===== src/sv/lsh_pkg.sv =====
// lsh_pkg: shared constants, types and helpers for the laplacian sharpening filter
// depends on nothing; imported by every module of the filter
package lsh_pkg;

  localparam int unsigned MAX_WIDTH   = 2048;
  localparam int unsigned MAX_HEIGHT  = 4096;
  localparam int unsigned COL_W       = $clog2(MAX_WIDTH);
  localparam int unsigned ROW_W       = $clog2(MAX_HEIGHT);
  localparam int unsigned PIX_W       = 8;
  localparam int unsigned WCFG_W      = 12;
  localparam int unsigned HCFG_W      = 13;
  localparam int unsigned CFG_DATA_W  = 13;
  localparam int unsigned QUEUE_DEPTH = 4;
  localparam int unsigned QPTR_W      = $clog2(QUEUE_DEPTH);
  localparam int unsigned QCNT_W      = $clog2(QUEUE_DEPTH + 1);
  localparam int unsigned SUM_W       = PIX_W + 4;

  // register indexes of the configuration port
  typedef enum logic [0:0] {
    REG_FRAME_WIDTH  = 1'b0,
    REG_FRAME_HEIGHT = 1'b1
  } cfg_reg_e;

  // output sequencer phases, one per possible result of an item
  typedef enum logic [3:0] {
    PH_MAIN   = 4'b0001,
    PH_RIGHT  = 4'b0010,
    PH_BOTTOM = 4'b0100,
    PH_CORNER = 4'b1000
  } phase_e;

  // frame geometry as last index values plus a restart strobe
  typedef struct packed {
    logic [COL_W-1:0] w_last;
    logic [ROW_W-1:0] h_last;
    logic             restart;
  } lsh_cfg_t;

  // one classified item: input coordinates, filtered value, border flags
  typedef struct packed {
    logic [PIX_W-1:0] value;
    logic [ROW_W-1:0] row;
    logic [COL_W-1:0] col;
    logic             last_col;
    logic             last_row;
  } lsh_entry_t;

  // clamp the width register to 3..MAX_WIDTH and return the last column
  function automatic logic [COL_W-1:0] width_last(logic [WCFG_W-1:0] fw);
    logic [COL_W-1:0] res;
    if (fw < WCFG_W'(3)) begin
      res = COL_W'(2);
    end else if (fw > WCFG_W'(MAX_WIDTH)) begin
      res = COL_W'(MAX_WIDTH - 1);
    end else begin
      res = COL_W'(fw - WCFG_W'(1));
    end
    return res;
  endfunction

  // clamp the height register to 3..MAX_HEIGHT and return the last row
  function automatic logic [ROW_W-1:0] height_last(logic [HCFG_W-1:0] fh);
    logic [ROW_W-1:0] res;
    if (fh < HCFG_W'(3)) begin
      res = ROW_W'(2);
    end else if (fh > HCFG_W'(MAX_HEIGHT)) begin
      res = ROW_W'(MAX_HEIGHT - 1);
    end else begin
      res = ROW_W'(fh - HCFG_W'(1));
    end
    return res;
  endfunction

endpackage


===== src/sv/lsh_back.sv =====
// lsh_back: output sequencer expanding each queued item into its one to four results
// depends on lsh_pkg; reads the head of lsh_queue
module lsh_back (
  input  logic                       clk_i,
  input  logic                       rst_ni,
  input  lsh_pkg::lsh_entry_t        head_i,
  input  logic                       head_valid_i,
  output logic                       pop_o,
  output logic                       out_valid_o,
  input  logic                       out_ready_i,
  output logic [lsh_pkg::PIX_W-1:0]  value_o,
  output logic [lsh_pkg::ROW_W-1:0]  out_row_o,
  output logic [lsh_pkg::COL_W-1:0]  out_col_o,
  output logic                       run_last_o,
  output logic                       frame_end_o
);
  import lsh_pkg::*;

  phase_e phase_q;
  phase_e phase_d;
  logic   out_fire;
  logic   done;

  assign out_valid_o = head_valid_i;
  assign out_fire    = head_valid_i && out_ready_i;

  // next phase and end of run for the current item
  always_comb begin
    phase_d = phase_q;
    done    = 1'b1;
    case (phase_q)
      PH_MAIN: begin
        if (head_i.last_col) begin
          phase_d = PH_RIGHT;
          done    = 1'b0;
        end else if (head_i.last_row) begin
          phase_d = PH_BOTTOM;
          done    = 1'b0;
        end
      end
      PH_RIGHT: begin
        if (head_i.last_row) begin
          phase_d = PH_BOTTOM;
          done    = 1'b0;
        end
      end
      PH_BOTTOM: begin
        if (head_i.last_col) begin
          phase_d = PH_CORNER;
          done    = 1'b0;
        end
      end
      PH_CORNER: begin
        done = 1'b1;
      end
      default: begin
        done = 1'b1;
      end
    endcase
    if (done) begin
      phase_d = PH_MAIN;
    end
  end

  always_ff @(posedge clk_i or negedge rst_ni) begin
    if (!rst_ni) begin
      phase_q <= PH_MAIN;
    end else if (out_fire) begin
      phase_q <= phase_d;
    end
  end

  assign pop_o = out_fire && done;

  // result fields per phase
  always_comb begin
    value_o     = '0;
    out_row_o   = head_i.row - ROW_W'(1);
    out_col_o   = head_i.col - COL_W'(1);
    frame_end_o = 1'b0;
    case (phase_q)
      PH_MAIN: begin
        value_o = head_i.value;
      end
      PH_RIGHT: begin
        out_col_o = head_i.col;
      end
      PH_BOTTOM: begin
        out_row_o = head_i.row;
      end
      PH_CORNER: begin
        out_row_o   = head_i.row;
        out_col_o   = head_i.col;
        frame_end_o = 1'b1;
      end
      default: begin
        value_o = '0;
      end
    endcase
  end

  assign run_last_o = done;

endmodule


===== config.mk =====
export PLATFORM = sky130hd
export DESIGN_NAME = lsh_back
export DESIGN_NICKNAME = d
export VERILOG_FILES = /design/src/sv/lsh_pkg.sv /design/src/sv/lsh_back.sv
export SDC_FILE = /design/constraint.sdc
export NUM_CORES = 1
export LEC_CHECK = 0
export ABC_AREA = 1
export BUFFER_PORTS_ARGS = -buffer_cell sky130_fd_sc_hd__buf_4
export CAP_MARGIN = 20
export CORE_MARGIN = 1
export CORE_UTILIZATION = 30
export CTS_CLUSTER_DIAMETER = 60
export DETAILED_ROUTE_END_ITERATION = 7
export PLACE_DENSITY = 0.6
export RECOVER_POWER = 50
export SYNTH_ARGS = -nofsm -noshare
export SYNTH_HDL_FRONTEND = slang
export SYNTH_SLANG_ARGS = --single-unit

===== constraint.sdc =====
create_clock -name clk_i -period 3.45 [get_ports clk_i]
set_input_delay 0.69 -clock clk_i [delete_from_list [all_inputs] [get_ports clk_i]]
set_output_delay 0.69 -clock clk_i [all_outputs]
set_load 0.05 [all_outputs]

Word level (Yosys, flattened, before mapping) --
Cells that the tools add are included.
Storage, ports and cells: flip-flop bits (word level) 4, output and inout port bits 35
Operators by class: $add $sub $neg 2, eq/ne operators 5, muxes and demuxes 13, reductions and logical operators 6
Operator list (number):
- 4-bit two-way mux | 4
- 12-bit two-way mux | 1
- 4-bit one-hot mux with 3 select lines | 1
- 12-bit by 1-bit subtractor with 12-bit output, second input constant | 1
- 11-bit two-way mux | 1
- 11-bit by 1-bit subtractor with 11-bit output, second input constant | 1
- 8-bit two-way mux | 1
- 4-bit by 1-bit == test with 1-bit output, second input constant | 1
- 4-bit by 2-bit == test with 1-bit output, second input constant | 1
- 4-bit by 3-bit == test with 1-bit output, second input constant | 1
- 4-bit == test, second input constant | 1
- 1-bit two-way mux | 4
- 4-bit nonzero test | 1
- 2-bit OR reduction | 2
- 3-bit inequality test, second input constant | 1
- 1-bit one-hot mux with 3 select lines | 1
- 3-bit AND reduction | 1
- 1-bit logical AND | 2

Depth between registers and ports, before layout --
depth in word-level cells 5, depth in mapped cells 9, gate-level depth less buffers 8

Least setup slack after synthesis --
Ideal clock, no wire load.
kind input -> output, start in head_i[13] (netlist name), end out out_row_o[8] (netlist name), data arrival time 2391 ps, required time 2760 ps, setup slack 369 ps, stages 6, path buffers 0, cell sequence inv_1 > ha_1 > nand2_1 > nor2_1 > xor2_1 > o21ai_0
On the way: cells in the longest elaborated chain, start to end 2
RTL lines:
- from (decl) | line lsh_back.sv:6 | input lsh_pkg::lsh_entry_t head_i,
- 12-bit by 1-bit subtractor with 12-bit output | line lsh_back.sv:78 | out_row_o = head_i.row - ROW_W'(1);
- 12-bit two-way mux | line lsh_back.sv:81 | case (phase_q)
- to (decl) | line lsh_back.sv:12 | output logic [lsh_pkg::ROW_W-1:0] out_row_o,
No other way between the ends.

Final worst setup path --
start reg phase_q[1], end out out_col_o[2] (netlist name)
On the way: cells in the longest elaborated chain, start to end 3, elaborated cells on any way between the ends 4, classes of those cells 2 x eq/ne; 1 x mux; 1 x reduce/logical
RTL lines:
- from (decl) | line lsh_back.sv:19 | phase_e phase_q;
- from (signal assigned) | line lsh_back.sv:69 | phase_q <= phase_d;
- 4-bit == test / 4-bit by 2-bit == test with 1-bit output (equally long branches) | line lsh_back.sv:81
- 2-bit OR reduction (no line) *
- 11-bit two-way mux * | line lsh_back.sv:81
- to (decl) | line lsh_back.sv:13 | output logic [lsh_pkg::COL_W-1:0] out_col_o,
Mark *: on every way between the ends. The rest lies on a longest branch, timed or not.

==> run_results.csv <==
group,metric,value,unit
placement,place_inst,318,
floorplanning,die_height,62.5,um
synth,ys.flop_type,"dfrtp_1",
detailed_routing,drt_iter0_drc,99,
placement,io_buffer_count,71,
synth,synth.largest_area_cell,"nand2_1",
grt,grt_max_degree,13,
floorplanning,initial_core_util,32.1,%
detailed_routing,vias,1405,
synth,synth_nets,242,
detailed_routing,viasPerCell,4.36,
timing,hold_ws,266,ps
detailed_routing,ant_nets,0,
clock_network,clockBufferDepth,2,
detailed_routing,drc,0,
clock_network,holdBufCountCts,0,
placement,globalplace.congestion,0.825,
timing,setup_ws,585,ps
floorplanning,rows,21,
floorplanning,die_area,0.00390,mm2
clock_network,cts_made_buffers,3,
worst_setup_path,critPathKind,"register to primary output",
placement,dpl_cell_area,0.00167,mm2
worst_setup_path,start_kind,"register",
worst_setup_path,worstPathArrival,2180,ps
clock_network,cts_tree,"built",
worst_setup_path,rr_worst_depth,7,
clock_network,htreeDepth,1,
timing,slew_headroom,59.6,%
clock_network,clockRootBuffer,"clkbuf_4",
detailed_routing,wl_per_cell,9.04,um
detailed_routing,wirelength,2910,um
layout,drive_above_1_share,30.4,%
clock_network,clkLatencyLatePin,250,ps
timing,max_freq,349,MHz
layout,diodes,0,
layout,top_register,"phase_q",
timing,rsz0062_at_grt,"no",
grt,grt_pass1_vias,1350,
synth,ys_warn_count,0,
timing,tns,0,ps
layout,postLayoutCoreUtil,47.5,%
clock_network,cts_num_sinks,4,
grt,gr-total-overflow,0,
timing,worst_slew_pin_slew,608,ps
synth,syn_area,0.00110,mm2
synth,synth_top_area_share,21.9,%
timing,fin_crit,2870,ps
placement,hpwl,2460,um
synth,ys_top_cells_by_count,"nand2_1, inv_1, nor2_1, nand3_1, o21ai_0",
pwr,peakVddDrop,426,uV
synth,syn_area_per_cell,5.41,um2
min_path,min_path_type,"primary input to async pin",
synth,yosys.cell_count.top_type,"nand2_1",
synth,synthTopCellsByArea,"nand2_1, inv_1, nor2_1",
clock_network,clk_pin_slew_worst_paths,40,ps
detailed_routing,drtPass1Iterations,4,
synth,synth.distinct_cells,24,
pwr,finalPower,944,uW
flow_run,drv_cap,0,
timing,finalHoldViolCount,0,
floorplanning,die-width,62.5,um
grt,grt_pass1_wl,5260,um
run_status,status,"finished clean",
layout,syn_to_final_growth,48.0,%
synth,synth_seq_area_share,9.24,%
floorplanning,core_area,0.00342,mm2
layout,n_fill_cell,412,
synth,synthArstFlopShare,100,%
timing,setup_viol,0,
floorplanning,io_pins,72,
worst_setup_path,setup.worst_path.end_class,"primary output",
layout,fin_cells,322,
synth,synth_edf_count,0,
worst_setup_path,cp_max_fo,8,
clock_network,cts_resized,0,
layout,fin_area,0.00162,mm2
layout,largest_reg_flops,4,
synth,synth_seq_cells,4,
placement,pre_cts_ws,881,ps
pwr,p_per_area,581,mW/mm2
layout,largest_registers,"phase_q x4",
worst_setup_path,cp.required,2760,ps
pwr,p_leak,0.916,nW
grt,antenna_found_initial,0,
grt,grt_usage,16.0,%
timing,skew,11.3,ps
layout,nets,316,
timing,period_share,83.1,%
clock_network,cts_setup_buffers,0,
synth,syn_inst,203,
timing,slew_violations,0,
[logic make-up (layout without fill, tap and decap cells)]
group	Yosys count	count (layout)	synth area share [%]
buffers and inverters	37	110	13.7
adder cells (fa/ha/maj)	2	2	2.28
AND/OR/NAND/NOR	139	139	62.1
AO/OA/AOI/OAI	14	14	6.39
flip-flops	4	4	9.24
XOR/XNOR	7	7	6.27
[worst max-delay path, stage by stage, from the launching register on]
cell and delay (ps):
dfrtp_1 420, nor2_1 270, nand3_1 210, nand2_1 330, o21ai_0 120, o21ai_0 80, clkbuf_1 500
[power by group]
part	leakage [nW]	switching [mW]	internal [mW]
logic	0.851	0.590	0.203
registers	0.0502	0.0189	0.0656
clock network	0.0150	0.0229	0.0436
[metal layers]
layer | up-vias | GRT usage, % | part of all wire (%)
met5 | - | 0 | 0
met4 | 0 | 7.85 | 1.3
met3 | 4 | 1.82 | 4.8
met2 | 34 | 28.7 | 47
met1 | 592 | 18.5 | 46
li1 | 775 | - | -
[worst paths after layout]
kind | slack (ps) | start | to
setup / recovery | 580 | phase_q[1] | out_col_o[2]
hold / removal | 270 | rst_ni | phase_q[2]
setup reg to reg | 1870 | phase_q[0] | phase_q[0]
hold reg to reg | 550 | phase_q[0] | phase_q[0]
max in group asynchronous | 2920 | rst_ni | phase_q[0]
min in group clk_i | 550 | phase_q[0] | phase_q[0]
[cell usage in the layout, fill, tap and decap left out]
cell      netlist  layout
a21oi_1         2       2
buf_4           1      60
clkbuf_1        0      12
clkbuf_4        0       3
clkinv_1        0       1
dfrtp_1         3       3
dfstp_1         0       1
ha_1            2       2
inv_1          31      31
inv_2           4       3
nand2_1        64      66
nand2_2         4       3
nand2_4         2       1
nand3_1        12      13
nand3_2         2       1
nand3b_1        4       4
nand4_1         5       5
nor2_1         28      30
nor2_2          8       8
nor2_4          5       3
nor2_8          1       1
nor3_1          3       3
nor4_1          1       1
o21ai_0        12      12
xor2_1          6       6
xor2_2          1       1
[layout make-up]
class                   instances  area, um2  area share, %
clock buffers                   4       26.3           1.62
inverters                      35        131           8.09
multi-input cells             162        816           50.2
flip-flops and latches          4        101           6.24
well taps                      46       57.6           3.54
repair buffers                 71        492           30.3
(Power assumes the default switching activity.)
