File: config.mk
export PLATFORM = sky130hd
export DESIGN_NAME = lsh_queue
export DESIGN_NICKNAME = d
export VERILOG_FILES = /design/src/sv/lsh_pkg.sv /design/src/sv/lsh_queue.sv
export SDC_FILE = /design/constraint.sdc
export NUM_CORES = 1
export LEC_CHECK = 0
export ABC_AREA = 1
export BUFFER_PORTS_ARGS = -buffer_cell sky130_fd_sc_hd__buf_2
export CELL_PAD_IN_SITES_DETAIL_PLACEMENT = 2
export CELL_PAD_IN_SITES_GLOBAL_PLACEMENT = 2
export CORE_MARGIN = 3
export CORE_UTILIZATION = 36
export CTS_CLUSTER_DIAMETER = 100
export DETAILED_ROUTE_END_ITERATION = 10
export PLACE_DENSITY_LB_ADDON = 0.1
export SETUP_SLACK_MARGIN = 0.2
export SKIP_CTS_REPAIR_TIMING = 1
export SYNTH_ARGS = -nofsm -noshare
export SYNTH_HDL_FRONTEND = slang
export SYNTH_SLANG_ARGS = --single-unit
File: constraint.sdc
create_clock -name clk_i -period 1.7 [get_ports clk_i]
set_input_delay 0.425 -clock clk_i [delete_from_list [all_inputs] [get_ports clk_i]]
set_output_delay 0.425 -clock clk_i [all_outputs]
set_load 0.1 [all_outputs]
File: src/sv/lsh_pkg.sv
// lsh_pkg: shared constants, types and helpers for the laplacian sharpening filter
// depends on nothing; imported by every module of the filter
package lsh_pkg;

  localparam int unsigned MAX_WIDTH   = 2048;
  localparam int unsigned MAX_HEIGHT  = 4096;
  localparam int unsigned COL_W       = $clog2(MAX_WIDTH);
  localparam int unsigned ROW_W       = $clog2(MAX_HEIGHT);
  localparam int unsigned PIX_W       = 8;
  localparam int unsigned WCFG_W      = 12;
  localparam int unsigned HCFG_W      = 13;
  localparam int unsigned CFG_DATA_W  = 13;
  localparam int unsigned QUEUE_DEPTH = 4;
  localparam int unsigned QPTR_W      = $clog2(QUEUE_DEPTH);
  localparam int unsigned QCNT_W      = $clog2(QUEUE_DEPTH + 1);
  localparam int unsigned SUM_W       = PIX_W + 4;

  // register indexes of the configuration port
  typedef enum logic [0:0] {
    REG_FRAME_WIDTH  = 1'b0,
    REG_FRAME_HEIGHT = 1'b1
  } cfg_reg_e;

  // output sequencer phases, one per possible result of an item
  typedef enum logic [3:0] {
    PH_MAIN   = 4'b0001,
    PH_RIGHT  = 4'b0010,
    PH_BOTTOM = 4'b0100,
    PH_CORNER = 4'b1000
  } phase_e;

  // frame geometry as last index values plus a restart strobe
  typedef struct packed {
    logic [COL_W-1:0] w_last;
    logic [ROW_W-1:0] h_last;
    logic             restart;
  } lsh_cfg_t;

  // one classified item: input coordinates, filtered value, border flags
  typedef struct packed {
    logic [PIX_W-1:0] value;
    logic [ROW_W-1:0] row;
    logic [COL_W-1:0] col;
    logic             last_col;
    logic             last_row;
  } lsh_entry_t;

  // clamp the width register to 3..MAX_WIDTH and return the last column
  function automatic logic [COL_W-1:0] width_last(logic [WCFG_W-1:0] fw);
    logic [COL_W-1:0] res;
    if (fw < WCFG_W'(3)) begin
      res = COL_W'(2);
    end else if (fw > WCFG_W'(MAX_WIDTH)) begin
      res = COL_W'(MAX_WIDTH - 1);
    end else begin
      res = COL_W'(fw - WCFG_W'(1));
    end
    return res;
  endfunction

  // clamp the height register to 3..MAX_HEIGHT and return the last row
  function automatic logic [ROW_W-1:0] height_last(logic [HCFG_W-1:0] fh);
    logic [ROW_W-1:0] res;
    if (fh < HCFG_W'(3)) begin
      res = ROW_W'(2);
    end else if (fh > HCFG_W'(MAX_HEIGHT)) begin
      res = ROW_W'(MAX_HEIGHT - 1);
    end else begin
      res = ROW_W'(fh - HCFG_W'(1));
    end
    return res;
  endfunction

endpackage

File: src/sv/lsh_queue.sv
// lsh_queue: short register queue between the front and the output sequencer
// depends on lsh_pkg
module lsh_queue (
  input  logic                       clk_i,
  input  logic                       rst_ni,
  input  logic                       push_i,
  input  lsh_pkg::lsh_entry_t        entry_i,
  input  logic                       pop_i,
  output lsh_pkg::lsh_entry_t        head_o,
  output logic [lsh_pkg::QCNT_W-1:0] count_o
);
  import lsh_pkg::*;

  lsh_entry_t        slot_q [QUEUE_DEPTH];
  logic [QPTR_W-1:0] wr_ptr_q;
  logic [QPTR_W-1:0] rd_ptr_q;
  logic [QCNT_W-1:0] count_q;

  // storage
  always_ff @(posedge clk_i) begin
    if (push_i) begin
      slot_q[wr_ptr_q] <= entry_i;
    end
  end

  // pointers and fill level
  always_ff @(posedge clk_i or negedge rst_ni) begin
    if (!rst_ni) begin
      wr_ptr_q <= '0;
      rd_ptr_q <= '0;
      count_q  <= '0;
    end else begin
      if (push_i) begin
        wr_ptr_q <= wr_ptr_q + QPTR_W'(1);
      end
      if (pop_i) begin
        rd_ptr_q <= rd_ptr_q + QPTR_W'(1);
      end
      if (push_i && !pop_i) begin
        count_q <= count_q + QCNT_W'(1);
      end else if (pop_i && !push_i) begin
        count_q <= count_q - QCNT_W'(1);
      end
    end
  end

  assign head_o  = slot_q[rd_ptr_q];
  assign count_o = count_q;

endmodule

* Word-level counts from Yosys, hierarchy flattened
Memories as Yosys holds them, arrays and structs flattened.
Cells that the tools add are included.
** Cells by class
- $add $sub $neg :: 4
- Multiply operators :: 0
- Div/mod/pow operators :: 0
- Magnitude comparators :: 0
- Equality and inequality tests :: 0
- Shift-type cells :: 0
- Mux-type cells :: 4
- Bitwise gates (word level) :: 0
- Reductions and logical operators :: 5
** Operator list (count)
- $mux W3 :: 2
- $add A2 B1 Y2 const B :: 2
- $add A3 B1 Y3 const B :: 1
- $sub A3 B1 Y3 const B :: 1
- $logic_and A1 B1 Y1 :: 2
- $logic_not A1 Y1 :: 2
- $mux W1 :: 2
- $reduce_bool A2 Y1 :: 1
** Storage, ports and cells
- Register bits after elaboration :: 7
- Latch bits :: 0
- Memory bits (writable) :: 132
- Bits in read-only memories :: 0
- Input bits :: 37
- Output and inout port bits :: 36
- Word-level logic and storage cells :: 17
- Memories :: 1
** Memory list
- slot_q :: depth 4, bits a word 33, rd ports 1, clocked after Yosys merged registers in 0, write ports 1, RTL line lsh_queue.sv:14 : lsh_entry_t slot_q [QUEUE_DEPTH];

* Logic depth before layout (Yosys ltp)
Gate-level depths: netlist of the first run.
- Depth after elaboration :: 4
- Gate-level depth with buffers :: 9
- Mapped depth without buffers :: 9

* Worst setup path after synthesis of the first run
Ideal clock, no wire load.
- Path kind :: register to output
- Start point :: register rd_ptr_q[0]
- End point :: output port head_o[16] in the netlist's numbering
- Arrival time :: 1.532 ns
- Data required time :: 1.275 ns
- Path slack :: -0.257 ns
- Stages on the path, launching flop included :: 7
- Buffers on the path :: 3
- Path through :: dfrtp_1 buf_6 buf_6 buf_6 nand2_1 o211ai_2 nand2_1
** RTL lines
- start: declaration :: RTL line lsh_queue.sv:16 : logic [QPTR_W-1:0] rd_ptr_q;
- start signal: assignment :: RTL line lsh_queue.sv:37 : rd_ptr_q <= rd_ptr_q + QPTR_W'(1);
- end: declaration :: RTL line lsh_queue.sv:9 : output lsh_pkg::lsh_entry_t head_o,

==> results of run 1 <==
## Yosys cell counts (all sizes together)
cell type	count
xor2	3
nand4	1
fa	1
o21ai	1
buf	22
edfxtp	132
dfrtp	7
ha	5
clkbuf	1
o211ai	66
clkinv	1
inv	77
nand3	1
nand2	112
xnor2	1
## cell families after synthesis
family / after synthesis / synth area share
flops: 139 / 0.705
simple gates: 114 / 0.0820
buf+inv: 101 / 0.0799
compound gates: 67 / 0.113
fa+ha+maj: 6 / 0.0141
xor+xnor: 4 / 0.00597
## worst max-delay path: stages (launching register included)
cell	delay, ns
dfrtp_4	0.54
buf_12	0.21
o211ai_1	0.34
nand2_4	0.08
buf_12	0.18
## worst max-delay path by stage
stage	slack (ns)	end	startpoint
final	-0.51	head_o[10]	rd_ptr_q[0]
after global routing	-0.56	head_o[2]	rd_ptr_q[0]
after CTS	-0.56	head_o[0]	rd_ptr_q[0]
after detailed placement	-0.08	head_o[0]	rd_ptr_q[0]
after global placement	-0.005	head_o[0]	rd_ptr_q[0]
after floorplan	-0.0005	head_o[16]	rd_ptr_q[0]
## routing by layer
metal | up-vias | GRT usage | wire (um)
li1 | 1672 | - | -
met1 | 1820 | 0.215 | 6110
met2 | 61 | 0.299 | 7720
met3 | 21 | 0.0423 | 477
met4 | 0 | 0.0686 | 247
met5 | - | 0 | 0
## final cells by class
class                      count  share of cell area
sequential                   139               0.516
multi-input combinational    191               0.190
timing repair buffer          96               0.155
clock buffer                  20              0.0543
inverter                      78              0.0384
tap                          216              0.0336
clock inverter                12              0.0131
## flip-flops by register name, summed over array words and instances (netlist names)
signal    flops
slot_q      132
wr_ptr_q      2
count_o       3
rd_ptr_q      2
## stage by stage
stage               instances  hold slack, ns  area, um^2
detailed placement        715           0.284        7400
global placement          715           0.281        7400
floorplan                 431           0.129        6160
global route              752           0.214        8040
finish                    752           0.218        8040
CTS                       747          -0.176        7940
## cells in the final DEF (no fill, tap or decap), types with 7 or more instances in the layout
cell / synthesis / final
buf_12: 0 / 48
buf_4: 3 / 8
buf_2: 11 / 36
inv_1: 77 / 73
nand2_2: 20 / 25
clkinv_2: 1 / 7
o211ai_2: 33 / 33
clkbuf_16: 0 / 17
edfxtp_1: 132 / 132
nand2_4: 0 / 32
o211ai_1: 33 / 33
nand2_1: 92 / 55
==> flow_summary.json, run 1 <==
{
  "core_um2": 15900,
  "hold_end": "slot_q[1][13]",
  "fin_nets": 566,
  "finalWirelength_um": 14600,
  "cts_num_sinks": 139,
  "cts.htree.levels": 4,
  "cts_made_buffers": 17,
  "wire_per_inst_um": 19.4,
  "grt_max_degree": 39,
  "status": "complete, but fails checks",
  "firstDrtPassIters": 4,
  "syn_area_um2": 5870,
  "synth-seq-area-share": 0.705,
  "grt_pass1_wl_um": 23100,
  "hp-start": "entry_i[13]",
  "violations": "negative setup slack",
  "holdPathStages": 1,
  "multi_input_area_um2": 1530,
  "hp-class": "in2reg",
  "synth_top_cell_area_share": 0.675,
  "syn_avg_cell_area_um2": 13.6,
  "finalCritPeriodShare": 1.30,
  "fin_setup_tns_ns": -14.64,
  "maxCapViolations": 0,
  "area_growth_pct": 36.9,
  "grt.overflow.total": 0,
  "end_kind": "primary output",
  "clk_pin_slew_ns": 0.05,
  "rsz0062_at_grt": "yes",
  "slew_headroom": 0.767,
  "r2r_cells": 5,
  "ios": 73,
  "track_usage": 0.175,
  "period_needed_ns": 2.21,
  "syn_nets": 474,
  "initial_utilization": 0.368,
  "viasPerCell": 4.75,
  "r2r_end": "slot_q[1][6]",
  "cp-start-kind": "flip-flop",
  "die_x_um": 134,
  "cts_root_buf": "clkbuf_16",
  "cp_max_fo": 38,
  "ant_nets": 0,
  "synth_cell_type_count": 20,
  "vias": 3574,
  "fin_skew_ns": 0.00784,
  "fin_ws_ns": -0.514,
  "fmax_mhz": 452,
  "synth_area_leaders": "edfxtp_1, o211ai_2, nand2_1",
  "grt_pass1_vias": 3990,
  "dieArea_um2": 17900,
  "clk_latency_ns": 0.43,
  "finalHoldViolCount": 0,
  "die-height_um": 134,
  "port_buffers": 72,
  "path_class": "reg2out",
  "gp_congestion": 0.704,
  "setup_violations": 33,
  "num-fill-cells": 1508,
  "critPathRequiredTime_ns": 1.27,
  "final_core_util": 0.504,
  "cts_tree": "done",
  "synth_area_leader_cell": "edfxtp_1",
  "critical_path_arrival_ns": 1.79,
  "syn_inst": 431,
  "layout-drive-gt1-share": 0.418,
  "drv_slew": 0,
  "dp_hpwl_um": 9490,
  "cts_max_path_buffers": 2,
  "layout.area.seq_um2": 4150,
  "regToRegStartpoint": "wr_ptr_q[1]",
  "drc_errors": 0,
  "ff2ff_setup_slack_ns": 0.23,
  "place_ws_ns": -0.0784,
  "tightest_slew_ns": 0.349,
  "antenna_found_initial": 0,
  "synth_warnings": 0,
  "synth-seq-cells": 139,
  "num_rows": 46,
  "drt-initial-drc-count": 160,
  "antenna_cells": 0
}
Power of run 1 is left out: the tool's default activity adds up to more than one toggle a clock period on the data nets, which glitch-free logic cannot reach.
==> run 2: changes to the inputs <==
==> constraint.sdc (replaced) <==
create_clock -name clk_i -period 1.7 [get_ports clk_i]
set_input_delay 0.255 -clock clk_i [delete_from_list [all_inputs] [get_ports clk_i]]
set_output_delay 0.255 -clock clk_i [all_outputs]
set_load 0.1 [all_outputs]
==> run 2 against run 1 <==
  * The flow still finishes with violations (negative setup slack)
  * Maximum frequency increased by 5.4%
  * Die area did not move
  * Clock-buffer cell count shrank 1
  * Sequential share of layout area down 1.7 points
  * Critical path depth increased by 2
  * Non-clock buffer count increased by 11
  * Hold slack worse by 0.16 ns
  * Utilization is 1.7 points higher
  * Critical path type unchanged
  * Final cell count up 1.5%
==> flow_summary.json, run 2 (synthesized netlist as in run 1, its figures left out) <==
{
  "hp-start": "entry_i[1]",
  "path_class": "reg2out",
  "firstDrtPassIters": 4,
  "largest_register_ffs": 132,
  "holdPathStages": 1,
  "grt.overflow.total": 0,
  "maxCapViolations": 0,
  "rsz0062_at_grt": "yes",
  "wire_per_inst_um": 21.2,
  "cts.htree.levels": 4,
  "fin_setup_tns_ns": -11.29,
  "drt-initial-drc-count": 141,
  "end_kind": "primary output",
  "area_growth_pct": 41.6,
  "finalHoldViolCount": 0,
  "crit_slowest_cell": "dfrtp_4",
  "cts_made_buffers": 17,
  "cp_top_family": "buffers and inverters",
  "grt_pass1_vias": 4000,
  "finalCritPeriodShare": 1.24,
  "critPathRequiredTime_ns": 1.44,
  "mostFrequentLayoutCells": "edfxtp_1, inv_1, nand2_1, buf_12, buf_2",
  "cp-start-kind": "flip-flop",
  "fin_nets": 577,
  "layout.area.seq_um2": 4150,
  "critical_path_arrival_ns": 1.84,
  "tightest_slew_ns": 0.324,
  "hp-class": "in2reg",
  "die_x_um": 134,
  "fin_cells": 763,
  "critPathMaxStageDelay_ns": 0.42,
  "cts_root_buf": "clkbuf_16",
  "period_needed_ns": 2.10,
  "clk_pin_slew_ns": 0.06,
  "final_common_cell": "edfxtp_1",
  "layout-drive-gt1-share": 0.428,
  "die-height_um": 134,
  "antenna_found_initial": 0,
  "initial_utilization": 0.368,
  "viasPerCell": 4.85,
  "dieArea_um2": 17900,
  "vias": 3699,
  "cts_num_sinks": 139,
  "drv_slew": 0,
  "fin_skew_ns": 0.0114,
  "antenna_cells": 0,
  "grt_pass1_wl_um": 22200,
  "path_cells": "buf_4 > buf_8 > nand2_2 > o211ai_4 > nand2_4 > buf_12",
  "multi_input_area_um2": 1610,
  "setup_violations": 33,
  "finalWirelength_um": 16200,
  "core_um2": 15900,
  "ios": 73,
  "cts_max_path_buffers": 2,
  "violations": "negative setup slack",
  "clk_latency_ns": 0.41,
  "startpoint": "rd_ptr_q[0]",
  "cts_tree": "done",
  "fmax_mhz": 476,
  "dp_hpwl_um": 9100,
  "slew_headroom": 0.783,
  "regMostFlops": "slot_q",
  "hold_end": "slot_q[2][1]",
  "ant_nets": 0,
  "regToRegStartpoint": "wr_ptr_q[1]",
  "dp_cells": 712,
  "cp_max_fo": 17,
  "ff2ff_setup_slack_ns": 0.19,
  "r2r_cells": 6,
  "num_rows": 46,
  "status": "complete, but fails checks",
  "gp_congestion": 0.685,
  "port_buffers": 72,
  "num-fill-cells": 1509,
  "critical_path_buf_inv_count": 3,
  "drc_errors": 0,
  "r2r_end": "slot_q[1][2]",
  "grt_max_degree": 69,
  "track_usage": 0.165,
  "fin_ws_ns": -0.400
}
run 2: worst max-delay path by stage:
stage	to	slack, ns	depth (start not counted)
6_report	head_o[7]	-0.40	6
5_1_grt	head_o[7]	-0.47	6
4_1_cts	head_o[4]	-0.41	5
3_5_place_dp	head_o[4]	0.04	5
2_1_floorplan	slot_q[0][0]	0.13	4
3_3_place_gp	head_o[9]	0.11	5
run 2: layout make-up:
cell class | count | area share
well taps | 216 | 0.0325
clock buffers | 19 | 0.0520
flip-flops and latches | 139 | 0.498
multi-input cells | 191 | 0.194
clock inverters | 13 | 0.0150
inverters | 78 | 0.0372
repair buffers | 107 | 0.171
run 2: layer usage:
layer	part of all wire	GRT usage	routed length, um	vias up
met4	0.015	0.0526	239	0
met2	0.55	0.303	8870	63
met5	0	0	0	-
li1	-	-	-	1693
met3	0.026	0.0381	426	19
met1	0.41	0.190	6660	1924
run 2: worst reg2reg max path, cell delays in order (launching register included):
cell	delay (ns)
dfrtp_1	0.41
inv_2	0.10
ha_1	0.16
nand2_1	0.09
clkinvlp_4	0.11
buf_12	0.14
clkbuf_16	0.19
run 2: per-stage QoR:
step           area, um^2  hold slack (ns)  setup WS (ns)  utilization
6_report             8320           0.0551         -0.400        0.522
5_1_grt              8320           0.0481         -0.468        0.522
4_1_cts              7850           -0.333         -0.414        0.492
3_5_place_dp         7290            0.112         0.0412        0.457
3_3_place_gp         7290            0.106          0.110        0.457
2_1_floorplan        6130          -0.0406          0.126            -
Power of run 2 is left out for the same reason.
